<file path="src/rtl/date_difference_days_core_defines.svh">
// Assertion macros shared by the date difference core.
`ifndef DATE_DIFFERENCE_DAYS_CORE_DEFINES_SVH
`define DATE_DIFFERENCE_DAYS_CORE_DEFINES_SVH

// Same-cycle implication, checked out of reset.
`define DDD_ASSERT_IMP(label, ante, cons) \
    label: assert property (@(posedge clk) disable iff (!rst_n) (ante) |-> (cons)) \
        else $error("date difference core: check failed");

// Next-cycle implication, checked out of reset.
`define DDD_ASSERT_NEXT(label, ante, cons) \
    label: assert property (@(posedge clk) disable iff (!rst_n) (ante) |=> (cons)) \
        else $error("date difference core: check failed");

`endif

</file>
<file path="src/rtl/ddd_pkg.sv">
// Types, constants and the month table of the date difference core.
package ddd_pkg;

    localparam int unsigned DAY_W   = 5;
    localparam int unsigned MONTH_W = 4;
    localparam int unsigned YEAR_W  = 14;
    localparam int unsigned DIFF_W  = 23;
    localparam int unsigned DNUM_W  = 23;

    // floor(x / 25) = (x * RECIP_25) >> RECIP_SHIFT for x < 4121
    localparam logic [12:0] RECIP_25    = 13'd5243;
    localparam int unsigned RECIP_SHIFT = 17;

    localparam logic [DIFF_W-1:0] DIFF_MAX = 23'h3FFFFF;
    localparam logic [DIFF_W-1:0] DIFF_MIN = 23'h400000;

    typedef enum logic [1:0] {
        ORDER_BEFORE = 2'd0,
        ORDER_EQUAL  = 2'd1,
        ORDER_AFTER  = 2'd2
    } order_t;

    typedef struct packed {
        logic [DAY_W-1:0]   day_a;
        logic [MONTH_W-1:0] month_a;
        logic [YEAR_W-1:0]  year_a;
        logic [DAY_W-1:0]   day_b;
        logic [MONTH_W-1:0] month_b;
        logic [YEAR_W-1:0]  year_b;
        logic               include_last_day;
    } ddd_in_t;

    typedef struct packed {
        logic signed [DIFF_W-1:0] day_difference;
        order_t                   order;
    } ddd_out_t;

    typedef struct packed {
        logic   valid;
        order_t order;
        logic   inc;
    } ddd_ctl_t;

    function automatic logic [8:0] days_before_month(input logic [MONTH_W-1:0] m);
        logic [8:0] n;
        unique case (m)
            4'd0, 4'd1: n = 9'd0;
            4'd2:       n = 9'd31;
            4'd3:       n = 9'd59;
            4'd4:       n = 9'd90;
            4'd5:       n = 9'd120;
            4'd6:       n = 9'd151;
            4'd7:       n = 9'd181;
            4'd8:       n = 9'd212;
            4'd9:       n = 9'd243;
            4'd10:      n = 9'd273;
            4'd11:      n = 9'd304;
            4'd12:      n = 9'd334;
            default:    n = 9'd365;
        endcase
        return n;
    endfunction

endpackage

</file>
<file path="src/rtl/date_difference_days_core.sv">
// Top level of the date difference core.
// Takes a date pair on every clock where start is high and gives its result
// marked by a one-cycle result_strobe. One pair per clock is sustained; busy
// stays low. The result passes four register stages: the reciprocal multiply
// for the century quotient, the leap count, the day number sum, and the signed
// difference with saturation.
`include "date_difference_days_core_defines.svh"

module date_difference_days_core (
    input  logic              clk,
    input  logic              rst_n,
    input  logic              start,
    output logic              busy,
    input  ddd_pkg::ddd_in_t  operands,
    output ddd_pkg::ddd_out_t result,
    output logic              result_strobe
);
    import ddd_pkg::*;

    logic              accept;
    logic              s1_valid;
    ddd_ctl_t          ctl;
    logic [DNUM_W-1:0] dnum_a;
    logic [DNUM_W-1:0] dnum_b;

    assign busy   = 1'b0;
    assign accept = start && !busy;

    ddd_order u_order (
        .clk      (clk),
        .rst_n    (rst_n),
        .accept   (accept),
        .operands (operands),
        .s1_valid (s1_valid),
        .ctl      (ctl)
    );

    ddd_daynum u_daynum_a (
        .clk      (clk),
        .rst_n    (rst_n),
        .s1_valid (s1_valid),
        .day      (operands.day_a),
        .month    (operands.month_a),
        .year     (operands.year_a),
        .day_num  (dnum_a)
    );

    ddd_daynum u_daynum_b (
        .clk      (clk),
        .rst_n    (rst_n),
        .s1_valid (s1_valid),
        .day      (operands.day_b),
        .month    (operands.month_b),
        .year     (operands.year_b),
        .day_num  (dnum_b)
    );

    ddd_finish u_finish (
        .clk           (clk),
        .rst_n         (rst_n),
        .ctl           (ctl),
        .dnum_a        (dnum_a),
        .dnum_b        (dnum_b),
        .result        (result),
        .result_strobe (result_strobe)
    );

    `DDD_ASSERT_IMP(a_latency, result_strobe, $past(start, 4))

endmodule

</file>
<file path="src/rtl/ddd_daynum.sv">
// Three-stage absolute day number of one date (proleptic Gregorian).
`include "date_difference_days_core_defines.svh"

module ddd_daynum (
    input  logic                        clk,
    input  logic                        rst_n,
    input  logic                        s1_valid,
    input  logic [ddd_pkg::DAY_W-1:0]   day,
    input  logic [ddd_pkg::MONTH_W-1:0] month,
    input  logic [ddd_pkg::YEAR_W-1:0]  year,
    output logic [ddd_pkg::DNUM_W-1:0]  day_num
);
    import ddd_pkg::*;

    // stage 1
    logic [DAY_W-1:0]   day_s1_reg,   day_s1_next;
    logic [MONTH_W-1:0] month_s1_reg, month_s1_next;
    logic [YEAR_W-1:0]  year_s1_reg,  year_s1_next;
    logic [24:0]        prod_s1_reg,  prod_s1_next;

    // stage 2
    logic [DAY_W-1:0]   day_s2_reg,   day_s2_next;
    logic [MONTH_W-1:0] month_s2_reg, month_s2_next;
    logic [DNUM_W-1:0]  ybase_s2_reg, ybase_s2_next;
    logic [12:0]        leaps_s2_reg, leaps_s2_next;
    logic               leap_s2_reg,  leap_s2_next;

    // stage 3
    logic [DNUM_W-1:0]  dnum_s3_reg,  dnum_s3_next;

    logic [7:0]  q100;
    logic [14:0] mult100;
    logic        rem100_zero;
    logic        div400;
    logic [12:0] ceil4;
    logic [8:0]  ceil100;
    logic [6:0]  ceil400;

    always_comb
    begin
        day_s1_next   = day;
        month_s1_next = month;
        year_s1_next  = year;
        prod_s1_next  = 25'(year[YEAR_W-1:2]) * 25'(RECIP_25);
    end

    always_comb
    begin
        q100        = prod_s1_reg[RECIP_SHIFT+7:RECIP_SHIFT];
        mult100     = 15'(q100) * 15'd100;
        rem100_zero = ({1'b0, year_s1_reg} == mult100);
        div400      = rem100_zero && (q100[1:0] == 2'd0);
        ceil4       = 13'(year_s1_reg[YEAR_W-1:2]) + 13'(year_s1_reg[1:0] != 2'd0);
        ceil100     = 9'(q100) + 9'(!rem100_zero);
        ceil400     = 7'(q100[7:2]) + 7'(!div400);

        day_s2_next   = day_s1_reg;
        month_s2_next = month_s1_reg;
        ybase_s2_next = DNUM_W'(year_s1_reg) * DNUM_W'(365);
        leaps_s2_next = ceil4 - 13'(ceil100) + 13'(ceil400);
        leap_s2_next  = (year_s1_reg[1:0] == 2'd0) && (!rem100_zero || div400);
    end

    always_comb
    begin
        dnum_s3_next = ybase_s2_reg + DNUM_W'(leaps_s2_reg)
                     + DNUM_W'(days_before_month(month_s2_reg)) + DNUM_W'(day_s2_reg)
                     + DNUM_W'(leap_s2_reg && (month_s2_reg > 4'd2));
    end

    always_ff @(posedge clk)
    begin
        day_s1_reg   <= day_s1_next;
        month_s1_reg <= month_s1_next;
        year_s1_reg  <= year_s1_next;
        prod_s1_reg  <= prod_s1_next;
        day_s2_reg   <= day_s2_next;
        month_s2_reg <= month_s2_next;
        ybase_s2_reg <= ybase_s2_next;
        leaps_s2_reg <= leaps_s2_next;
        leap_s2_reg  <= leap_s2_next;
        dnum_s3_reg  <= dnum_s3_next;
    end

    assign day_num = dnum_s3_reg;

    // reciprocal quotient must bracket the year
    `DDD_ASSERT_IMP(a_q100_exact, s1_valid,
        (mult100 <= {1'b0, year_s1_reg}) && ({1'b0, year_s1_reg} < mult100 + 15'd100))

endmodule

</file>
<file path="src/rtl/ddd_order.sv">
// Date order compare and control pipeline aligned to the day number stages.
module ddd_order (
    input  logic             clk,
    input  logic             rst_n,
    input  logic             accept,
    input  ddd_pkg::ddd_in_t operands,
    output logic             s1_valid,
    output ddd_pkg::ddd_ctl_t ctl
);
    import ddd_pkg::*;

    ddd_ctl_t s1_reg, s1_next;
    ddd_ctl_t s2_reg;
    ddd_ctl_t s3_reg;

    logic [DAY_W+MONTH_W+YEAR_W-1:0] key_a;
    logic [DAY_W+MONTH_W+YEAR_W-1:0] key_b;

    always_comb
    begin
        key_a = {operands.year_a, operands.month_a, operands.day_a};
        key_b = {operands.year_b, operands.month_b, operands.day_b};
        s1_next.valid = accept;
        s1_next.inc   = operands.include_last_day;
        priority if (key_a < key_b)
            s1_next.order = ORDER_BEFORE;
        else if (key_a == key_b)
            s1_next.order = ORDER_EQUAL;
        else
            s1_next.order = ORDER_AFTER;
    end

    always_ff @(posedge clk or negedge rst_n)
    begin
        if (!rst_n)
        begin
            s1_reg <= '0;
            s2_reg <= '0;
            s3_reg <= '0;
        end
        else
        begin
            s1_reg <= s1_next;
            s2_reg <= s1_reg;
            s3_reg <= s2_reg;
        end
    end

    assign s1_valid = s1_reg.valid;
    assign ctl      = s3_reg;

endmodule

</file>
<file path="src/rtl/ddd_finish.sv">
// Signed difference, last-day adjust, saturation and result register.
`include "date_difference_days_core_defines.svh"

module ddd_finish (
    input  logic                       clk,
    input  logic                       rst_n,
    input  ddd_pkg::ddd_ctl_t          ctl,
    input  logic [ddd_pkg::DNUM_W-1:0] dnum_a,
    input  logic [ddd_pkg::DNUM_W-1:0] dnum_b,
    output ddd_pkg::ddd_out_t          result,
    output logic                       result_strobe
);
    import ddd_pkg::*;

    ddd_out_t result_reg, result_next;
    logic     strobe_reg, strobe_next;

    logic signed [DNUM_W+1:0] diff;
    logic signed [DNUM_W+1:0] adj;

    always_comb
    begin
        diff = $signed({2'b00, dnum_b}) - $signed({2'b00, dnum_a});
        if (ctl.order == ORDER_AFTER)
            adj = diff - $signed((DNUM_W+2)'(ctl.inc));
        else
            adj = diff + $signed((DNUM_W+2)'(ctl.inc));

        result_next.order = ctl.order;
        if (adj[DNUM_W+1:DIFF_W-1] == '0 || adj[DNUM_W+1:DIFF_W-1] == '1)
            result_next.day_difference = adj[DIFF_W-1:0];
        else if (adj[DNUM_W+1])
            result_next.day_difference = DIFF_MIN;
        else
            result_next.day_difference = DIFF_MAX;

        strobe_next = ctl.valid;
    end

    always_ff @(posedge clk or negedge rst_n)
    begin
        if (!rst_n)
            strobe_reg <= 1'b0;
        else
            strobe_reg <= strobe_next;
    end

    always_ff @(posedge clk)
    begin
        result_reg <= result_next;
    end

    assign result        = result_reg;
    assign result_strobe = strobe_reg;

    `DDD_ASSERT_IMP(a_equal_count, strobe_reg && result_reg.order == ORDER_EQUAL,
        result_reg.day_difference == 23'sd0 || result_reg.day_difference == 23'sd1)
    `DDD_ASSERT_NEXT(a_strobe_follows, ctl.valid, strobe_reg)

endmodule
</file>
<file path="config.mk">
export PLATFORM = sky130hd
export DESIGN_NAME = date_difference_days_core
export DESIGN_NICKNAME = d
export VERILOG_FILES = /design/src/rtl/ddd_pkg.sv /design/src/rtl/date_difference_days_core.sv /design/src/rtl/ddd_daynum.sv /design/src/rtl/ddd_order.sv /design/src/rtl/ddd_finish.sv
export VERILOG_INCLUDE_DIRS = /design/src /design/src/rtl
export SDC_FILE = /design/constraint.sdc
export NUM_CORES = 1
export LEC_CHECK = 0
export ABC_AREA = 1
export BUFFER_PORTS_ARGS = -buffer_cell sky130_fd_sc_hd__buf_2
export CAP_MARGIN = 15
export CORE_ASPECT_RATIO = 1.25
export CORE_MARGIN = 5
export CORE_UTILIZATION = 23
export DETAILED_ROUTE_END_ITERATION = 10
export GPL_TIMING_DRIVEN = 0
export PLACE_DENSITY = 0.48
export SETUP_SLACK_MARGIN = 0.05
export SLEW_MARGIN = 25
export SYNTH_ARGS = -nofsm -noshare
export SYNTH_HDL_FRONTEND = slang
export SYNTH_SLANG_ARGS = --single-unit
export TNS_END_PERCENT = 100
</file>
<file path="constraint.sdc">
create_clock -name clk -period 6.53 [get_ports clk]
set_input_delay 1.306 -clock clk [delete_from_list [all_inputs] [get_ports clk]]
set_output_delay 1.306 -clock clk [all_outputs]
set_load 0.05 [all_outputs]
</file>
==> results.sh, run 1 <==
export IMPL_path_class="reg2reg"
export IMPL_critPathArrivalTime_ns=6.49
export IMPL_finalSetupViolations=0
export IMPL_grt_pass1_wl_um=106000
export IMPL_fp_dieW_um=313
export IMPL_synth_async_reset_ratio=0.0508
export IMPL_cts_root_buf="clkbuf_16"
export IMPL_drcViolationCount=0
export IMPL_syn_area_um2=26400
export IMPL_numCtsBuffers=31
export IMPL_synth_simple_area_share=0.159
export IMPL_numClockSinks=256
export IMPL_grt_overflow=0
export IMPL_endpoint_kind="register"
export IMPL_wl_um=64600
export IMPL_ys_flop_type="dfxtp_1"
export IMPL_hold_viol_final=0
export IMPL_grt_use_total=0.106
export IMPL_r2r_slack_ns=0.54
export IMPL_synth_common_cells="inv_1, nand2_1, ha_1"
export IMPL_seqCellArea_um2=5190
export IMPL_grt_pass1_vias=20800
export IMPL_finalCriticalPeriod_ns=5.99
export IMPL_met3_usage=0.00942
export IMPL_reg2reg_to="u_daynum_a.leaps_s2_reg[9]"
export IMPL_synthMuxAreaShare=0
export IMPL_cts_max_level=1
export IMPL_initial_core_util=0.231
export IMPL_clk_pin_slew_worst_paths_ns=0.06
export IMPL_cts_hold_fix_buffers=0
export IMPL_worst_slew_pin_slew_ns=0.698
export IMPL_clk_path_buf_depth=3
export IMPL_fill_cells=12400
export IMPL_worst_ep_required_time_ns=7.03
export IMPL_synth_top_family_by_area="adder cells"
export IMPL_fp_dieArea_um2=122000
export IMPL_drt_iter0_drc=668
export IMPL_synth_xor_area_frac=0.0484
export IMPL_met1_usage=0.133
export IMPL_syn_nets=3984
export IMPL_grtUsageMet2=0.196
export IMPL_fin_skew_ns=0.0272
export IMPL_std_cell_rows=139
export IMPL_maxSlewViolCount=0
export IMPL_synth_top_area_share=0.248
export IMPL_yosys_cell_count_top_type="inv_1"
export IMPL_fmax_ghz=0.167
export IMPL_core_area_um2=115000
export IMPL_num_nets_final=4092
export IMPL_ys_top_cells_by_area="ha_1, dfxtp_1, fa_1, inv_1, nand2_1"
export IMPL_vias=19800
export IMPL_drv_cap=0
export IMPL_hold_path_cell_count=0
export IMPL_grt_max_degree=25
export IMPL_grt_setup_unrepaired="false"
export IMPL_slew_headroom=0.533
export IMPL_gp_congestion=0.861
export IMPL_synth_cell_types=45
export IMPL_r2r_cells=26
export IMPL_insertion_delay_ns=0.60
export IMPL_synth_adder_area_share=0.427
export IMPL_largest_reg_flops=25
export IMPL_synthCells=3174
export IMPL_top_usage_layer="met2"
export IMPL_place_hpwl_um=56600
export IMPL_synth_largest_area_cell="ha_1"
export IMPL_vias_per_cell=4.13
export IMPL_startpoint="u_daynum_a.prod_s1_reg[20]"
export IMPL_synth_compound_area_frac=0.0747
export IMPL_synth_edf_count=0
export IMPL_rr_startpoint="u_daynum_a.prod_s1_reg[20]"
export IMPL_drive_gt1_frac=0.0511
export IMPL_ys_warn_count=0
export IMPL_fin_setup_tns_ns=0
export IMPL_timing_final_crit_share=0.917
export IMPL_io_pins=77
export IMPL_synth_avg_cell_area_um2=8.33
export IMPL_numPortBuffers=75
export IMPL_path_max_fanout=5
export IMPL_area_growth_pct=12.7
export IMPL_status="completed"
export IMPL_startpoint_type="register"
export IMPL_yosysSeqAreaShare=0.196
export IMPL_antenna_found_initial=4
export IMPL_multiInputGateArea_um2=18800
export IMPL_dr_pass1_iters=5
export IMPL_critPathCapture="u_daynum_a.leaps_s2_reg[9]"
export IMPL_holdCritPathClass="reg2reg"
export IMPL_tritoncts="yes"
export IMPL_detail_route_antenna_nets=0
export IMPL_wl_per_cell_um=13.5
export IMPL_synth_seq_cells=256
export IMPL_die_y_um=389
[worst min path at each step]
stage	startpoint	end	slack (ns)
floorplan	u_daynum_a.day_s1_reg[0]	u_daynum_a.day_s2_reg[0]	0.31
global placement	u_daynum_a.day_s1_reg[0]	u_daynum_a.day_s2_reg[0]	0.31
detailed placement	u_daynum_a.day_s1_reg[2]	u_daynum_a.day_s2_reg[2]	0.31
CTS	u_daynum_a.day_s1_reg[2]	u_daynum_a.day_s2_reg[2]	0.33
global route	u_daynum_a.day_s1_reg[2]	u_daynum_a.day_s2_reg[2]	0.33
finish	u_daynum_a.day_s1_reg[2]	u_daynum_a.day_s2_reg[2]	0.33
[per-layer routing]
layer | vias up | wire length (um)
met5 | - | 0
met4 | 0 | 1940
met3 | 78 | 1740
met2 | 232 | 31900
met1 | 9103 | 29000
li1 | 10300 | -
[metrics by stage]
stage	std cells	utilization	worst slack, ns	area, um2	hold WS (ns)
floorplan	3174	-	1.25	26400	0.310
global placement	4729	0.250	0.423	28700	0.311
detailed placement	4729	0.250	0.408	28700	0.312
CTS	4787	0.260	0.394	29800	0.327
global route	4787	0.260	0.129	29800	0.330
finish	4788	0.260	0.541	29800	0.326
[cells by family after synthesis]
kind of cell,count (synthesis)
AO/OA/AOI/OAI,351
XOR/XNOR,146
adder cells (fa/ha/maj),760
buffers and inverters,657
flip-flops,256
other,1
AND/OR/NAND/NOR,1003
[area by class of cell]
cell class,instances,share of cell area
repair buffers,75,0.0126
well taps,1480,0.0622
flip-flops and latches,256,0.174
plain buffers,7,0.00176
multi-input cells,2261,0.630
clock inverters,21,0.00928
diodes,1,0.0000840
clock buffers,37,0.0278
inverters,650,0.0819
[cells in the final DEF (no fill, tap or decap), drive strengths merged]
cell type  synthesis  final
clkinvlp           0      2
or2                5      5
fa               236    236
a211oi             5      5
a31oi             17     17
o21a               6      6
xor2             101    101
nor3              36     36
nand3b             8      8
diode              0      1
bufinv             0      5
dfrtp             13     13
nor3b              1      1
a221oi             2      2
a21oi            170    170
o21bai            24     24
o211ai             7      7
nand2            607    607
a21o              20     20
a31o               1      1
o21ai             89     89
and2               2      2
nand4             44     44
o2111ai            1      1
conb               1      1
o22ai              2      2
clkinv             0      6
dfxtp            243    243
inv              650    658
a21boi             5      5
nor4               5      5
buf                5     80
clkbuf             2     39
o31ai              2      2
ha               524    524
nor2             168    168
xnor2             45     45
nand3            127    127
[what timing repair did]
action | CTS | global route
setup buffers | 0 | 0
setup endpoints to repair | 0 | 1
resized for setup | 0 | 3
[worst max-delay path, cell delays in order (launching register included)]
cell and delay [ns]:
dfxtp_1 0.47, ha_1 0.29, ha_1 0.32, fa_1 0.46
ha_1 0.37, a21oi_1 0.18, nand2_1 0.11, nand2_1 0.10
nand3_1 0.07, nand2_1 0.07, nand2_1 0.05, nor2_1 0.26
nand3_1 0.17, fa_1 0.51, inv_1 0.05, fa_1 0.38
fa_1 0.44, ha_1 0.24, fa_1 0.43, nand3_1 0.11
nand2_1 0.08, nand2_1 0.07, nand2_1 0.05, a21oi_1 0.20
nor2_1 0.06, nor2_1 0.11, xor2_1 0.24
Power of run 1 is not shown: default switching activity piles up to over one toggle a cycle in this logic, so the estimate is an artifact.
==> run 2, diff against run 1 <==
--- a/config.mk
+++ b/config.mk
@@ -19,5 +19,6 @@
 export SLEW_MARGIN = 25
 export SYNTH_ARGS = -nofsm -noshare
 export SYNTH_HDL_FRONTEND = slang
+export SYNTH_HIERARCHICAL = 1
 export SYNTH_SLANG_ARGS = --single-unit
 export TNS_END_PERCENT = 100
==> constraint.sdc (replaced) <==
create_clock -name clk -period 7.4 [get_ports clk]
set_input_delay 1.48 -clock clk [delete_from_list [all_inputs] [get_ports clk]]
set_output_delay 1.48 -clock clk [all_outputs]
set_load 0.05 [all_outputs]
==> results.sh, run 2 <==
export IMPL_wl_per_cell_um=13.3
export IMPL_timing_final_crit_share=0.774
export IMPL_synth_common_cells="nand2_1, inv_1, ha_1"
export IMPL_cts_setup_buffers=0
export IMPL_grt_use_total=0.109
export IMPL_finalSetupViolations=0
export IMPL_cts_max_level=2
export IMPL_detail_route_antenna_nets=0
export IMPL_largest_reg_flops=25
export IMPL_drcViolationCount=0
export IMPL_initial_core_util=0.232
export IMPL_numPortBuffers=75
export IMPL_fmax_ghz=0.175
export IMPL_startpoint_type="register"
export IMPL_place_area_um2=29400
export IMPL_endpoint_kind="register"
export IMPL_holdCritPathClass="reg2reg"
export IMPL_fp_dieArea_um2=125000
export IMPL_fill_cells=12800
export IMPL_vias_per_cell=4.07
export IMPL_area_growth_pct=13.1
export IMPL_synth_edf_count=0
export IMPL_clk_pin_slew_worst_paths_ns=0.06
export IMPL_cts_resized_gates=0
export IMPL_status="completed"
export IMPL_grt_setup_unrepaired="false"
export IMPL_drive_gt1_frac=0.0636
export IMPL_drt_iter0_drc=645
export IMPL_fin_skew_ns=0.0297
export IMPL_antenna_found_initial=14
export IMPL_synth_async_reset_ratio=0.0508
export IMPL_ys_flop_type="dfxtp_1"
export IMPL_critPathArrivalTime_ns=6.17
export IMPL_final_cell_mix="nand2_1, inv_1, ha_1"
export IMPL_synth_top_area_share=0.243
export IMPL_maxSlewViolCount=0
export IMPL_drv_cap=0
export IMPL_insertion_delay_ns=0.56
export IMPL_path_class="reg2reg"
export IMPL_gp_congestion=0.857
export IMPL_wl_um=67300
export IMPL_whs_ns=0.319
export IMPL_yosys_cell_count_top_type="nand2_1"
export IMPL_dr_pass1_iters=4
export IMPL_worst_ep_required_time_ns=7.85
export IMPL_synthCells=3338
export IMPL_cts_hold_fix_buffers=0
export IMPL_ys_top_cells_by_area="ha_1, dfxtp_1, fa_1, nand2_1, inv_1"
export IMPL_finalCriticalPeriod_ns=5.72
export IMPL_fp_dieW_um=317
export IMPL_syn_area_um2=27100
export IMPL_clk_path_buf_depth=3
export IMPL_ys_warn_count=6
export IMPL_final_area_um2=30700
export IMPL_path_max_fanout=5
export IMPL_hold_viol_final=0
export IMPL_grt_pass1_vias=21700
export IMPL_grt_pass1_wl_um=111000
export IMPL_core_area_um2=117000
export IMPL_final_common_cell="nand2_1"
export IMPL_synth_seq_cells=256
export IMPL_num_nets_final=4264
export IMPL_cts_root_buf="clkbuf_16"
export IMPL_synth_largest_area_cell="ha_1"
export IMPL_fin_setup_tns_ns=0
export IMPL_yosysSeqAreaShare=0.192
export IMPL_std_cell_rows=140
export IMPL_grt_overflow=0
export IMPL_synth_avg_cell_area_um2=8.12
export IMPL_tritoncts="yes"
export IMPL_grt_max_degree=18
export IMPL_slew_headroom=0.641
export IMPL_place_hpwl_um=59000
export IMPL_vias=20600
export IMPL_synth_cell_types=52
export IMPL_numCtsBuffers=36
export IMPL_numClockSinks=256
export IMPL_syn_nets=4150
export IMPL_worst_slew_pin_slew_ns=0.537
export IMPL_io_pins=77
export IMPL_die_y_um=394
-- run 2: cell type report --
cell class / count / area [um2] / share of cell area
multi-input cells: 2395 / 19300 / 0.629
flip-flops and latches: 256 / 5190 / 0.169
inverters: 680 / 2550 / 0.0833
well taps: 1562 / 1950 / 0.0638
clock buffers: 43 / 967 / 0.0316
repair buffers: 76 / 390 / 0.0127
clock inverters: 19 / 219 / 0.00714
plain buffers: 7 / 60.1 / 0.00196
diodes: 11 / 27.5 / 0.000898
-- run 2: cell families (layout without fill, tap and decap cells) --
family	Yosys count	in the layout	share of synthesized area
fa+ha+maj	762	762	0.417
xor+xnor	127	127	0.0416
simple gates	1155	1155	0.179
flops	256	256	0.192
other cells	1	12	0.000138
buf+inv	687	825	0.0964
compound gates	350	350	0.0740
-- run 2: through the flow --
stage | worst slack [ns] | instances | utilization
after floorplan | 2.12 | 3338 | -
after global placement | 1.54 | 4975 | 0.252
after detailed placement | 1.55 | 4976 | 0.252
after CTS | 1.65 | 5038 | 0.262
after global routing | 1.33 | 5038 | 0.262
final | 1.68 | 5049 | 0.262
-- run 2: final timing paths --
path / start / to / slack (ns) / depth (start not counted)
worst max-delay path: u_daynum_b/prod_s1_reg[21] / u_daynum_b/leaps_s2_reg[9] / 1.68 / 23
worst min-delay path: u_daynum_b/day_s1_reg[3] / u_daynum_b/day_s2_reg[3] / 0.32 / 0
worst max register to register: u_daynum_b/prod_s1_reg[21] / u_daynum_b/leaps_s2_reg[9] / 1.68 / 23
worst min register to register: u_daynum_b/day_s1_reg[3] / u_daynum_b/day_s2_reg[3] / 0.32 / 0
max in group asynchronous: rst_n / u_order/ctl[0] / 6.33 / 1
min in group asynchronous: rst_n / u_order/ctl[3] / 0.84 / 1
-- run 2: critical path, cell delays in order (launching register included) --
cell and delay, ns:
dfxtp_1 0.48, ha_1 0.29, ha_1 0.31, fa_1 0.46
ha_1 0.37, a21oi_2 0.22, nand2_1 0.14, nand2_1 0.08
nand2_1 0.07, o21ai_0 0.14, nor2_1 0.06, nand4_1 0.16
inv_1 0.08, fa_1 0.48, inv_1 0.05, fa_1 0.40
fa_1 0.49, inv_1 0.04, ha_1 0.21, fa_1 0.47
a21oi_1 0.26, nor2_1 0.07, nor2_1 0.11, xnor2_1 0.18
-- run 2: layer usage --
layer	vias up	wire, um	global-route usage
met4	4	1810	0.0303
met3	94	2990	0.0219
met2	213	32400	0.191
met1	9454	30000	0.136
met5	-	21	0
li1	10800	-	-
Power of run 2 is left out for the same reason.
